[src/rtl/mecanum_wheel_speed_pid_macros.svh]
// Assertion macros shared by the mecanum wheel speed controller RTL.
`ifndef MECANUM_WHEEL_SPEED_PID_MACROS_SVH
`define MECANUM_WHEEL_SPEED_PID_MACROS_SVH

// Same-cycle implication, disabled during reset.
`define MWSP_ASSERT_IMPL(label, clk, rst, ante, cons, msg) \
  label: assert property (@(posedge clk) disable iff (rst) (ante) |-> (cons)) \
    else $error(msg);

// Next-cycle implication, disabled during reset.
`define MWSP_ASSERT_NEXT(label, clk, rst, ante, cons, msg) \
  label: assert property (@(posedge clk) disable iff (rst) (ante) |=> (cons)) \
    else $error(msg);

`endif

[src/rtl/mwsp_pkg.sv]
// Constants, types and codes of the mecanum wheel speed controller.
package mwsp_pkg;

  localparam int unsigned WINDOW_LEN = 10;
  localparam int unsigned WHEELS     = 4;
  localparam int unsigned WHEEL_W    = 2;
  localparam int unsigned VEL_W      = 14;
  localparam int unsigned CNT_W      = 16;
  localparam int unsigned DRIVE_W    = 16;
  localparam int unsigned GAIN_W     = 12;
  localparam int unsigned GAINS_W    = 48;
  localparam int unsigned LIMIT_W    = 15;
  localparam int unsigned CFG_DATA_W = 48;
  localparam int unsigned CFG_IDX_W  = 2;
  localparam int unsigned FRAC_W     = 8;
  localparam int unsigned TGT_W      = 16;
  localparam int unsigned ERR_W      = 18;
  localparam int unsigned D1_W       = ERR_W + 1;
  localparam int unsigned D2_W       = ERR_W + 2;
  localparam int unsigned ACC_W      = 25;
  localparam int unsigned PROD_W     = GAIN_W + 1 + D2_W;
  localparam int unsigned MAC_W      = PROD_W + 2;
  localparam int unsigned SUM_W      = CNT_W + $clog2(WINDOW_LEN + 1);
  localparam int unsigned RING_W     = $clog2(WINDOW_LEN);

  // The window average is a multiply by a rounded-up reciprocal and a shift.
  localparam int unsigned DIV_SHIFT  = 2 * SUM_W - 16;
  localparam int unsigned RECIP_W    = DIV_SHIFT - $clog2(WINDOW_LEN) + 1;
  localparam logic [RECIP_W-1:0] RECIP =
    RECIP_W'(((64'd1 << DIV_SHIFT) + 64'(WINDOW_LEN) - 64'd1) / 64'(WINDOW_LEN));

  localparam logic [LIMIT_W-1:0] LIMIT_RESET = 15'd900;

  localparam logic [WHEEL_W-1:0] WHEEL_ONE   = 2'd0;
  localparam logic [WHEEL_W-1:0] WHEEL_TWO   = 2'd1;
  localparam logic [WHEEL_W-1:0] WHEEL_THREE = 2'd2;
  localparam logic [WHEEL_W-1:0] WHEEL_FOUR  = 2'd3;

  typedef enum logic [CFG_IDX_W-1:0] {
    CFG_PROP  = 2'd0,
    CFG_INTEG = 2'd1,
    CFG_DERIV = 2'd2,
    CFG_LIMIT = 2'd3
  } cfg_idx_t;

  typedef struct packed {
    logic                        valid;
    logic [WHEEL_W-1:0]          wheel;
    logic                        first;
    logic signed [TGT_W-1:0]     tgt;
    logic signed [CNT_W-1:0]     cnt;
    logic [GAIN_W-1:0]           kp;
    logic [GAIN_W-1:0]           ki;
    logic [GAIN_W-1:0]           kd;
    logic [WHEELS*CNT_W-1:0]     counts;
  } wheel_issue_t;

  typedef struct packed {
    logic                        valid;
    logic [WHEEL_W-1:0]          wheel;
    logic signed [DRIVE_W-1:0]   drive;
  } wheel_drive_t;

endpackage

[src/rtl/mwsp_core.sv]
// Per-wheel filter and PID pipeline around the sample ring and wheel state memories.
`include "mecanum_wheel_speed_pid_macros.svh"

module mwsp_core (
  input  logic                            clk,
  input  logic                            rst,
  input  logic                            advance,
  input  mwsp_pkg::wheel_issue_t          issue,
  input  logic [mwsp_pkg::LIMIT_W-1:0]    drive_limit,
  output mwsp_pkg::wheel_drive_t          fin
);
  import mwsp_pkg::*;

  typedef struct packed {
    logic signed [SUM_W-1:0] sum;
    logic signed [ERR_W-1:0] e1;
    logic signed [ERR_W-1:0] e2;
    logic signed [ACC_W-1:0] acc;
  } wheel_state_t;

  typedef struct packed {
    logic                    valid;
    logic [WHEEL_W-1:0]      wheel;
    logic signed [TGT_W-1:0] tgt;
    logic [GAIN_W-1:0]       kp;
    logic [GAIN_W-1:0]       ki;
    logic [GAIN_W-1:0]       kd;
  } ctl_t;

  // Sample ring, one word of four counts per entry.
  logic [WHEELS*CNT_W-1:0] ring_mem [WINDOW_LEN];
  logic [WINDOW_LEN-1:0]   ring_fill;
  logic [RING_W-1:0]       ring_pos;
  logic [WHEELS*CNT_W-1:0] ring_rd;
  logic                    ring_rd_ok;

  // Wheel state, one entry per wheel.
  wheel_state_t            state_mem [WHEELS];
  logic [WHEELS-1:0]       state_fill;
  wheel_state_t            state_rd;
  logic                    state_rd_ok;

  // Copy of the last entry written, for a read that hit the same edge.
  logic                    hold_valid;
  logic [WHEEL_W-1:0]      hold_wheel;
  wheel_state_t            hold_data;

  ctl_t c1, c2, c3, c4, c5, c6;

  logic signed [CNT_W-1:0]       cnt1;
  wheel_state_t                  st2, st3, st4, st5;
  logic                          neg2, neg3;
  logic [SUM_W-1:0]              mag2;
  logic [CNT_W:0]                quot3;
  logic signed [ERR_W-1:0]       err4;
  logic signed [D1_W-1:0]        d1_4;
  logic signed [D2_W-1:0]        d2_4;
  logic signed [PROD_W-1:0]      p5, i5, d5;
  logic signed [ACC_W-1:0]       acc6;

  wheel_state_t                  cur;
  wheel_state_t                  wb;
  logic signed [CNT_W-1:0]       old_cnt;
  logic signed [SUM_W-1:0]       sum_new;
  logic                          neg;
  logic [SUM_W-1:0]              mag;
  logic [SUM_W+RECIP_W-1:0]      qprod;
  logic signed [ERR_W-1:0]       qs, filt, err;
  logic signed [D1_W-1:0]        d1;
  logic signed [D2_W-1:0]        d2;
  logic signed [PROD_W-1:0]      pterm, iterm, dterm;
  logic signed [MAC_W-1:0]       mac, lim;
  logic signed [ACC_W-1:0]       acc_new;
  logic signed [ACC_W-1:0]       rnd;

  wire ring_access = advance && issue.valid && issue.first;

  always_ff @(posedge clk) begin
    if (ring_access) begin
      ring_rd <= ring_mem[ring_pos];
      ring_mem[ring_pos] <= issue.counts;
    end
    if (advance && issue.valid) begin
      state_rd <= state_mem[issue.wheel];
    end
    if (advance && c5.valid) begin
      state_mem[c5.wheel] <= wb;
      hold_data <= wb;
    end
  end

  always_ff @(posedge clk) begin
    if (rst) begin
      ring_fill   <= '0;
      ring_pos    <= '0;
      ring_rd_ok  <= 1'b0;
      state_fill  <= '0;
      state_rd_ok <= 1'b0;
      hold_valid  <= 1'b0;
      hold_wheel  <= '0;
    end else begin
      if (ring_access) begin
        ring_rd_ok <= ring_fill[ring_pos];
        ring_fill[ring_pos] <= 1'b1;
        ring_pos <= (ring_pos == RING_W'(WINDOW_LEN - 1)) ? '0 : ring_pos + 1'b1;
      end
      if (advance && issue.valid) begin
        state_rd_ok <= state_fill[issue.wheel];
      end
      if (advance && c5.valid) begin
        state_fill[c5.wheel] <= 1'b1;
        hold_valid <= 1'b1;
        hold_wheel <= c5.wheel;
      end
    end
  end

  // Stage 1: window sum update with forwarding from the write-back stage.
  always_comb begin
    if (c5.valid && c5.wheel == c1.wheel) begin
      cur = wb;
    end else if (hold_valid && hold_wheel == c1.wheel) begin
      cur = hold_data;
    end else if (state_rd_ok) begin
      cur = state_rd;
    end else begin
      cur = '0;
    end
    old_cnt = ring_rd_ok ? ring_rd[c1.wheel*CNT_W +: CNT_W] : '0;
    sum_new = cur.sum + SUM_W'(cnt1) - SUM_W'(old_cnt);
    neg     = sum_new[SUM_W-1];
    mag     = neg ? SUM_W'(-sum_new) : SUM_W'(sum_new);
  end

  // Stage 2: magnitude of the window average.
  assign qprod = (SUM_W+RECIP_W)'(mag2) * (SUM_W+RECIP_W)'(RECIP);

  // Stage 3: error and its differences.
  always_comb begin
    qs   = ERR_W'(quot3);
    filt = neg3 ? -qs : qs;
    err  = ERR_W'(c3.tgt) - filt;
    d1   = D1_W'(err) - D1_W'(st3.e1);
    d2   = D2_W'(err) - (D2_W'(st3.e1) <<< 1) + D2_W'(st3.e2);
  end

  // Stage 4: gain products.
  always_comb begin
    pterm = $signed({1'b0, c4.kp}) * d1_4;
    iterm = $signed({1'b0, c4.ki}) * err4;
    dterm = $signed({1'b0, c4.kd}) * d2_4;
  end

  // Stage 5: accumulate, clamp and write back.
  always_comb begin
    mac = MAC_W'(st5.acc) + MAC_W'(p5) + MAC_W'(i5) + MAC_W'(d5);
    lim = $signed(MAC_W'({drive_limit, FRAC_W'(0)}));
    if (mac > lim) begin
      acc_new = ACC_W'(lim);
    end else if (mac < -lim) begin
      acc_new = ACC_W'(-lim);
    end else begin
      acc_new = ACC_W'(mac);
    end
    wb     = st5;
    wb.acc = acc_new;
  end

  // Stage 6: integer part, truncated toward zero.
  always_comb begin
    rnd       = acc6 + $signed(ACC_W'({FRAC_W{acc6[ACC_W-1]}}));
    fin.valid = c6.valid;
    fin.wheel = c6.wheel;
    fin.drive = DRIVE_W'(rnd >>> FRAC_W);
  end

  always_ff @(posedge clk) begin
    if (rst) begin
      c1 <= '0;
      c2 <= '0;
      c3 <= '0;
      c4 <= '0;
      c5 <= '0;
      c6 <= '0;
    end else if (advance) begin
      c1 <= '{valid: issue.valid, wheel: issue.wheel, tgt: issue.tgt,
              kp: issue.kp, ki: issue.ki, kd: issue.kd};
      c2 <= c1;
      c3 <= c2;
      c4 <= c3;
      c5 <= c4;
      c6 <= c5;
    end
  end

  always_ff @(posedge clk) begin
    if (advance) begin
      cnt1     <= issue.cnt;
      st2      <= '{sum: sum_new, e1: cur.e1, e2: cur.e2, acc: cur.acc};
      neg2     <= neg;
      mag2     <= mag;
      st3      <= st2;
      neg3     <= neg2;
      quot3    <= qprod[DIV_SHIFT +: CNT_W+1];
      st4      <= '{sum: st3.sum, e1: err, e2: st3.e1, acc: st3.acc};
      err4     <= err;
      d1_4     <= d1;
      d2_4     <= d2;
      st5      <= st4;
      p5       <= pterm;
      i5       <= iterm;
      d5       <= dterm;
      acc6     <= acc_new;
    end
  end

  `MWSP_ASSERT_IMPL(a_wheel_order, clk, rst, c1.valid && c2.valid, c1.wheel == WHEEL_W'(c2.wheel + 1'b1), "wheels left issue order")
  `MWSP_ASSERT_IMPL(a_ring_pos_range, clk, rst, 1'b1, ring_pos <= RING_W'(WINDOW_LEN - 1), "ring position out of range")
  `MWSP_ASSERT_IMPL(a_drive_in_limit, clk, rst, fin.valid, (fin.drive <= $signed({1'b0, drive_limit})) && (fin.drive >= -$signed({1'b0, drive_limit})), "drive exceeds limit")

endmodule

[config.mk]
export PLATFORM = sky130hd
export DESIGN_NAME = mwsp_core
export DESIGN_NICKNAME = d
export VERILOG_FILES = /design/src/rtl/mwsp_pkg.sv /design/src/rtl/mwsp_core.sv
export VERILOG_INCLUDE_DIRS = /design/src /design/src/rtl
export SDC_FILE = /design/constraint.sdc
export NUM_CORES = 2
export LEC_CHECK = 0
export BUFFER_PORTS_ARGS = -buffer_cell sky130_fd_sc_hd__buf_4
export CAP_MARGIN = 20
export CORE_MARGIN = 2
export CORE_UTILIZATION = 58
export CTS_CLUSTER_DIAMETER = 80
export DETAILED_ROUTE_END_ITERATION = 10
export GPL_TIMING_DRIVEN = 1
export PLACE_DENSITY = 0.87
export SLEW_MARGIN = 20
export SYNTH_ARGS = -nofsm -noshare
export SYNTH_HDL_FRONTEND = slang
export SYNTH_SLANG_ARGS = --single-unit
export TNS_END_PERCENT = 30
[constraint.sdc]
create_clock -name clk -period 10.5 [get_ports clk]
set_input_delay 1.05 -clock clk [delete_from_list [all_inputs] [get_ports clk]]
set_output_delay 1.05 -clock clk [all_outputs]
set_load 0.01 [all_outputs]
=== Yosys cells after proc, flatten, opt, wreduce, memory -nomap -nowiden ===
Memories as Yosys holds them, arrays and structs flattened. A register that Yosys moved wholly into a read port is not among the register bits.
Index checks and enable logic that the tools add are counted.

* Add/sub/neg operators: 14
* Multipliers: 4
* $lt $le $gt $ge: 7
* Equal/unequal tests: 3
* Shift operators: 1
* Multiplexer cells: 21
* Bitwise operators: 2
* Reduce and logical (&&, ||, !) cells: 7

{| class="wikitable"
|+ Operators with widths
! operator !! count
|-
| 81-bit 2-to-1 mux || 3
|-
| 64-bit by 7-bit variable part select with 16-bit output || 1
|-
| 25-bit 2-to-1 mux || 2
|-
| 20-bit by 20-bit multiplier with 40-bit output (second input constant) || 1
|-
| 34-bit by 33-bit adder with 35-bit output || 1
|-
| 35-bit by 24-bit > comparator with 1-bit output || 1
|-
| 35-bit less-than comparator || 1
|-
| 23-bit negator with 35-bit output || 1
|-
| 33-bit by 31-bit adder with 34-bit output || 1
|-
| 25-bit by 32-bit adder with 33-bit output || 1
|-
| 13-bit by 20-bit multiplier with 33-bit output || 1
|-
| 13-bit by 19-bit multiplier with 32-bit output || 1
|-
| 13-bit by 18-bit multiplier with 31-bit output || 1
|-
| 24-bit by 9-bit adder with 24-bit output || 1
|-
| 20-bit by 16-bit adder with 20-bit output || 1
|-
| 20-bit by 18-bit adder with 20-bit output || 1
|-
| 20-bit negator || 1
|-
| 18-bit by 19-bit subtractor with 20-bit output || 1
|-
| 20-bit by 16-bit subtractor with 20-bit output || 1
|-
| 19-bit 2-to-1 mux || 1
|-
| 18-bit by 18-bit subtractor with 19-bit output || 1
|-
| 18-bit 2-to-1 mux || 1
|-
| 17-bit negator with 18-bit output || 1
|-
| 16-bit by 18-bit subtractor with 18-bit output || 1
|-
| 17 further kinds || 32
|}

* Flip-flop bits (word level): 853
* Bits in writable memories: 964
* Input port bits: 154
* Output and inout bits: 19
* Logic and storage cells: 127
* Memories: 2

{| class="wikitable"
|+ Memory list
! name !! depth !! width !! rd ports !! clocked after Yosys merged registers in !! write ports !! line !! source
|-
| ring_mem || 10 || 64 || 1 || 1 || 1 || mwsp_core.sv:31 || <nowiki>logic [WHEELS*CNT_W-1:0] ring_mem [WINDOW_LEN];</nowiki>
|-
| state_mem || 4 || 81 || 1 || 1 || 1 || mwsp_core.sv:38 || <nowiki>wheel_state_t state_mem [WHEELS];</nowiki>
|}

=== Depth between registers and ports, before layout ===
* Depth after elaboration: 11
* Depth in mapped cells: 26
* Mapped depth without buffers: 25

=== Worst setup path after synthesis ===
OpenSTA, ideal clock, no wires.

* Path kind: in2reg
* From: in advance
* To: mem ring_mem[8][0] in the netlist's numbering, enable pin
* Arrival time: 9.351 ns
* Path slack: 0.583 ns
* Cell stages on the path: 7
* Path buffers: 1
* Cells stage by stage: clkbuf_1 > nand2_1 > inv_1 > nand2_1 > inv_1 > nand2_1 > nor3_1

* Longest elaborated chain between the ends: 4

{| class="wikitable"
|+ RTL lines
! element !! line !! source
|-
| start, declared || mwsp_core.sv:7 || <nowiki>input logic advance,</nowiki>
|-
| 1-bit logical AND (2 in a row) || mwsp_core.sv:76 || <nowiki>wire ring_access = advance && issue.valid && issue.first;</nowiki>
|-
| via ring_access || mwsp_core.sv:76 ||
|-
| 1-bit 2-to-1 mux || mwsp_core.sv:79 || <nowiki>if (ring_access) begin</nowiki>
|-
| 1-bit 2-to-1 mux (not written as such) || mwsp_core.sv:81 || <nowiki>ring_mem[ring_pos] <= issue.counts;</nowiki>
|-
| end, declared || mwsp_core.sv:31 ||
|}

The timed path passes the listed nets, and every way through them passes these cells.

=== Final worst setup path ===
* From: reg st5[2] in the netlist's numbering
* To: mem state_mem[3][8] in the netlist's numbering (data pin)

* Longest elaborated chain between the ends: 6
* Elaborated cells between the ends (all ways): 7
* Those cells by class: add/sub: 3; order compare: 2; mux: 2

{| class="wikitable"
|+ RTL lines
! element !! line !! source
|-
| start, declared || mwsp_core.sv:51 || <nowiki>wheel_state_t st2, st3, st4, st5;</nowiki>
|-
| start signal, assigned || mwsp_core.sv:209 || <nowiki>st5 <= st4;</nowiki>
|-
| 25-bit by 32-bit adder with 33-bit output (*) || mwsp_core.sv:156 || <nowiki>mac = MAC_W'(st5.acc) + MAC_W'(p5) + MAC_W'(i5) + MAC_W'(d5);</nowiki>
|-
| 33-bit by 31-bit adder with 34-bit output (*) || mwsp_core.sv:156 ||
|-
| 34-bit by 33-bit adder with 35-bit output (*) || mwsp_core.sv:156 ||
|-
| 35-bit less-than comparator || mwsp_core.sv:160 || <nowiki>end else if (mac < -lim) begin</nowiki>
|-
| 25-bit 2-to-1 mux || mwsp_core.sv:160 ||
|-
| 25-bit 2-to-1 mux (*) || mwsp_core.sv:158 || <nowiki>if (mac > lim) begin</nowiki>
|-
| via acc_new[8] || mwsp_core.sv:73 || <nowiki>logic signed [ACC_W-1:0] acc_new;</nowiki>
|-
| end, declared || mwsp_core.sv:38 ||
|}

The timed path passes the listed nets; every way through them passes the cells marked *.

==> metrics list <==
- The run finished with clean final reports.
* Proportion of layout cells with a drive suffix above 1: 9.44%
- Transition time at the pin with the least slew margin: 1.11 ns
* Number of slew-limit violations in the final report: 0
- Count of endpoints failing setup in the final report: 0
- Highest fanout seen on the critical path: 14
- The total area inside the core boundary comes to 0.190 mm2.
- After the first detailed-routing iteration, the DRC count stood at 8,155.
- The path class of the tightest hold or removal check is input pin to flop.
* Port bufs: 172
* Fmax achieved: 125 MHz
- Netlist area before placement: 0.111 mm2
- For this run, the register share of the synthesized area comes to 50.8%.
- The worst setup path is launched from a flop.
* Number of nets at the end of the flow: 10,052
- The number of antenna violations at the first check in global routing was 24.
* Final count of hold timing violations: 0
* Detailed Routing Iterations Pass 1: 8
* Most common cell after layout, fill and taps aside: edfxtp_1
- CTS Buf Count: 187
* Routed WL per cell: 25.8 um
- Max-cap violations in this run came to 0.
- Clock tree from TritonCTS: yes
- The die is 442 um tall.
- Area enclosed by the die boundary: 0.195 mm2
- Library cells used by synthesis: 80
- Counting flops with a built-in enable in the synthesized netlist gives 1,726.
- Critical path type: flop to flop
- FFs w/ async S/R, synth: 0%
- First-pass GRT wire length: 433 mm
- Number of nets with antenna violations after detailed routing: 0
* Root buffer cell: clkbuf_16
* CTS clk-pin slew, worst paths: 0.07 ns
* Data arrival, critical path: 8.53 ns
- Dividing the detail-routed via count by the number of cells gives 6.17.
- Share of the cycle needed by the critical path after routing: 76.1%
- Relative to the synthesized area, the layout overhead comes to 9.17%.
- Entering global routing, the biggest net connects 129 pins.
- Synthesis produced a netlist with a net count of 9,963.
* Initial core utilization: 58.4%
- Maximum level of the CTS H-tree: 4
* Pre-CTS setup slack: 2.77 ns
- Clock skew on the completed layout was measured at 0.131 ns.
* Crit. End Element: flop
- Clock period minus worst slack: 7.99 ns
- The Yosys step of the flow raised 0 warnings.
* Average size of a mapped cell: 13.3 um2
* Clock Latency Late Sink: 0.93 ns
- In this run the horizontal extent of the chip is 442 um.
- STA puts the critical path data required time at 11.04 ns.
* Worst Setup Slack, final: 2.51 ns
- After global routing the overflow that remains totals 0.
* Number of global-route vias before repair: 72,274
- In this run the post-CTS setup repair buffer count came out at 0.
* Flip-flop and latch count after synthesis: 1,959
- In the layout the commonest cells are edfxtp_1 (1,726), inv_1 (1,233), fa_1 (867).
* Post-cts sizing count: 0
- CTS sink count: 1,959
* Post-synth top flop: edfxtp_1
* Total negative slack: 0 ns
- At the end of routability-driven placement, the weighted congestion stood at 0.948.
- For this design, the CTS-stage hold fixing added 0 buffers.
- Number of rows created at floorplan: 160
- The worst pin sits at a relative slew slack of 25.8%.
- In this run the deepest clock path goes through 3 buffers.
* Count of filler cells inserted in the layout: 12,688
* Global Route Usage Sum: 29.2%
* I/O pin count: 173
- RSZ-0062 raised after global routing: false
- Half-perimeter wire length after detailed placement: 185 mm
* Routed wire length: 287 mm
- After detailed routing, the number of remaining DRC violations is 0.
* Via count: 68,664
- The cell count after synthesis came out at 8,364.
==> worst max-delay path, cell delays in order, from the launching register on <==
cell and delay [ns]:
edfxtp_1 0.32, inv_1 0.06, fa_1 0.51, fa_1 0.52
inv_1 0.07, ha_1 0.32, a211oi_1 0.32, o21ai_1 0.16
a31oi_1 0.28, nand3b_1 0.17, nand2_1 0.10, a31oi_1 0.26
o21ai_0 0.16, xor2_1 0.25, ha_1 0.29, a21o_1 0.18
a21o_1 0.17, a221o_1 0.31, a2111oi_2 0.43, o21bai_1 0.10
a221o_1 0.36, a22oi_1 0.16, nand4bb_1 0.20, o31ai_4 0.92
nand2b_1 0.43, o21ai_0 0.65
==> worst paths after layout <==
path / from / end / slack, ns / cells after the start
setup / recovery: st5[2]$_DFFE_PP_ / state_mem[3][8]$_DFFE_PP_ / 2.51 / 25
setup reg to reg: st5[2]$_DFFE_PP_ / state_mem[3][8]$_DFFE_PP_ / 2.51 / 25
hold reg to reg: st4[40]$_DFFE_PP_ / st5[40]$_DFFE_PP_ / 0.37 / 0
hold / removal: issue[111] / cnt1[11]$_DFFE_PP_ / 0.35 / 1
==> flip-flops by register name (all words and copies together) (netlist names), 20 cells and up <==
signal	flops
st5	81
c2	55
st2	81
hold_data	81
p5	32
st4	81
c1	55
i5	31
d2_4	20
state_mem	324
c4	39
c3	55
acc6	25
state_rd	81
d5	33
st3	81
ring_mem	640
ring_rd	64
==> per-layer routing <==
metal / vias to the layer above / routed length [um] / GRT usage, % / part of all wire [%]
li1: 28831 / - / - / -
met1: 34468 / 98300 / 35.2 / 34
met2: 4379 / 144000 / 49.3 / 50
met3: 972 / 25600 / 5.14 / 8.9
met4: 14 / 19500 / 17.6 / 6.8
met5: - / 125 / 0 / 0.043
==> logic make-up after synthesis <==
logic type | share of synthesized area (%)
adders and majority gates | 22.1
and+or+nand+nor | 7.89
DFF | 50.8
buffers and inverters | 5.32
xor gates and xnor gates | 1.99
muxes | 7.27
AOI/OAI and AO/OA | 4.59
==> metrics by stage <==
step / util [%] / hold slack (ns) / instances / area [um2]
5_1_grt: 63.7 / 0.325 / 11129 / 121000
2_1_floorplan: - / 0.400 / 8364 / 111000
3_3_place_gp: 60.4 / 0.400 / 10775 / 115000
3_5_place_dp: 60.4 / 0.405 / 10775 / 115000
6_report: 63.7 / 0.354 / 11133 / 121000
4_1_cts: 63.7 / 0.305 / 11115 / 121000
==> synth_stat cells, drive strengths merged (10+ instances only) <==
| cell | n | area, um2 |
|---|---|---|
| a21oi | 278 | 1390 |
| a31oi | 62 | 388 |
| buf | 64 | 267 |
| and2 | 384 | 2400 |
| nand4 | 15 | 93.8 |
| a2111oi | 10 | 93.8 |
| nor3 | 64 | 320 |
| edfxtp | 1726 | 51800 |
| o31ai | 22 | 184 |
| mux4 | 228 | 5130 |
| dfxtp | 233 | 4660 |
| nor2b | 93 | 582 |
| a31o | 14 | 123 |
| or3 | 24 | 150 |
| a211oi | 87 | 663 |
| mux2i | 288 | 2880 |
| a21boi | 13 | 97.6 |
| o21bai | 31 | 233 |
| nand2b | 29 | 181 |
| nor2 | 458 | 1720 |
| inv | 1236 | 4640 |
| and4 | 10 | 90.1 |
| o21ai | 91 | 455 |
| o21a | 31 | 233 |
| clkbuf | 267 | 1000 |
| ha | 578 | 7230 |
| o211ai | 15 | 113 |
| and3 | 25 | 156 |
| a21o | 70 | 526 |
| fa | 867 | 17400 |
| xor2 | 80 | 701 |
| nand3 | 140 | 701 |
| xnor2 | 170 | 1490 |
| nand2 | 547 | 2050 |
==> layout make-up <==
class	instances	area, um2	share of cell area (%)
flip-flops and latches	1959	56500	46.6
multi-input cells	4838	48900	40.3
clock buffers	236	5020	4.13
inverters	1236	4640	3.83
well taps	2511	3140	2.59
repair buffers	231	1780	1.47
clock inverters	104	1330	1.09
diodes	18	45.0	0.0371
Power is not shown: default switching activity piles up to over one toggle a cycle in this logic, so the estimate is an artifact.
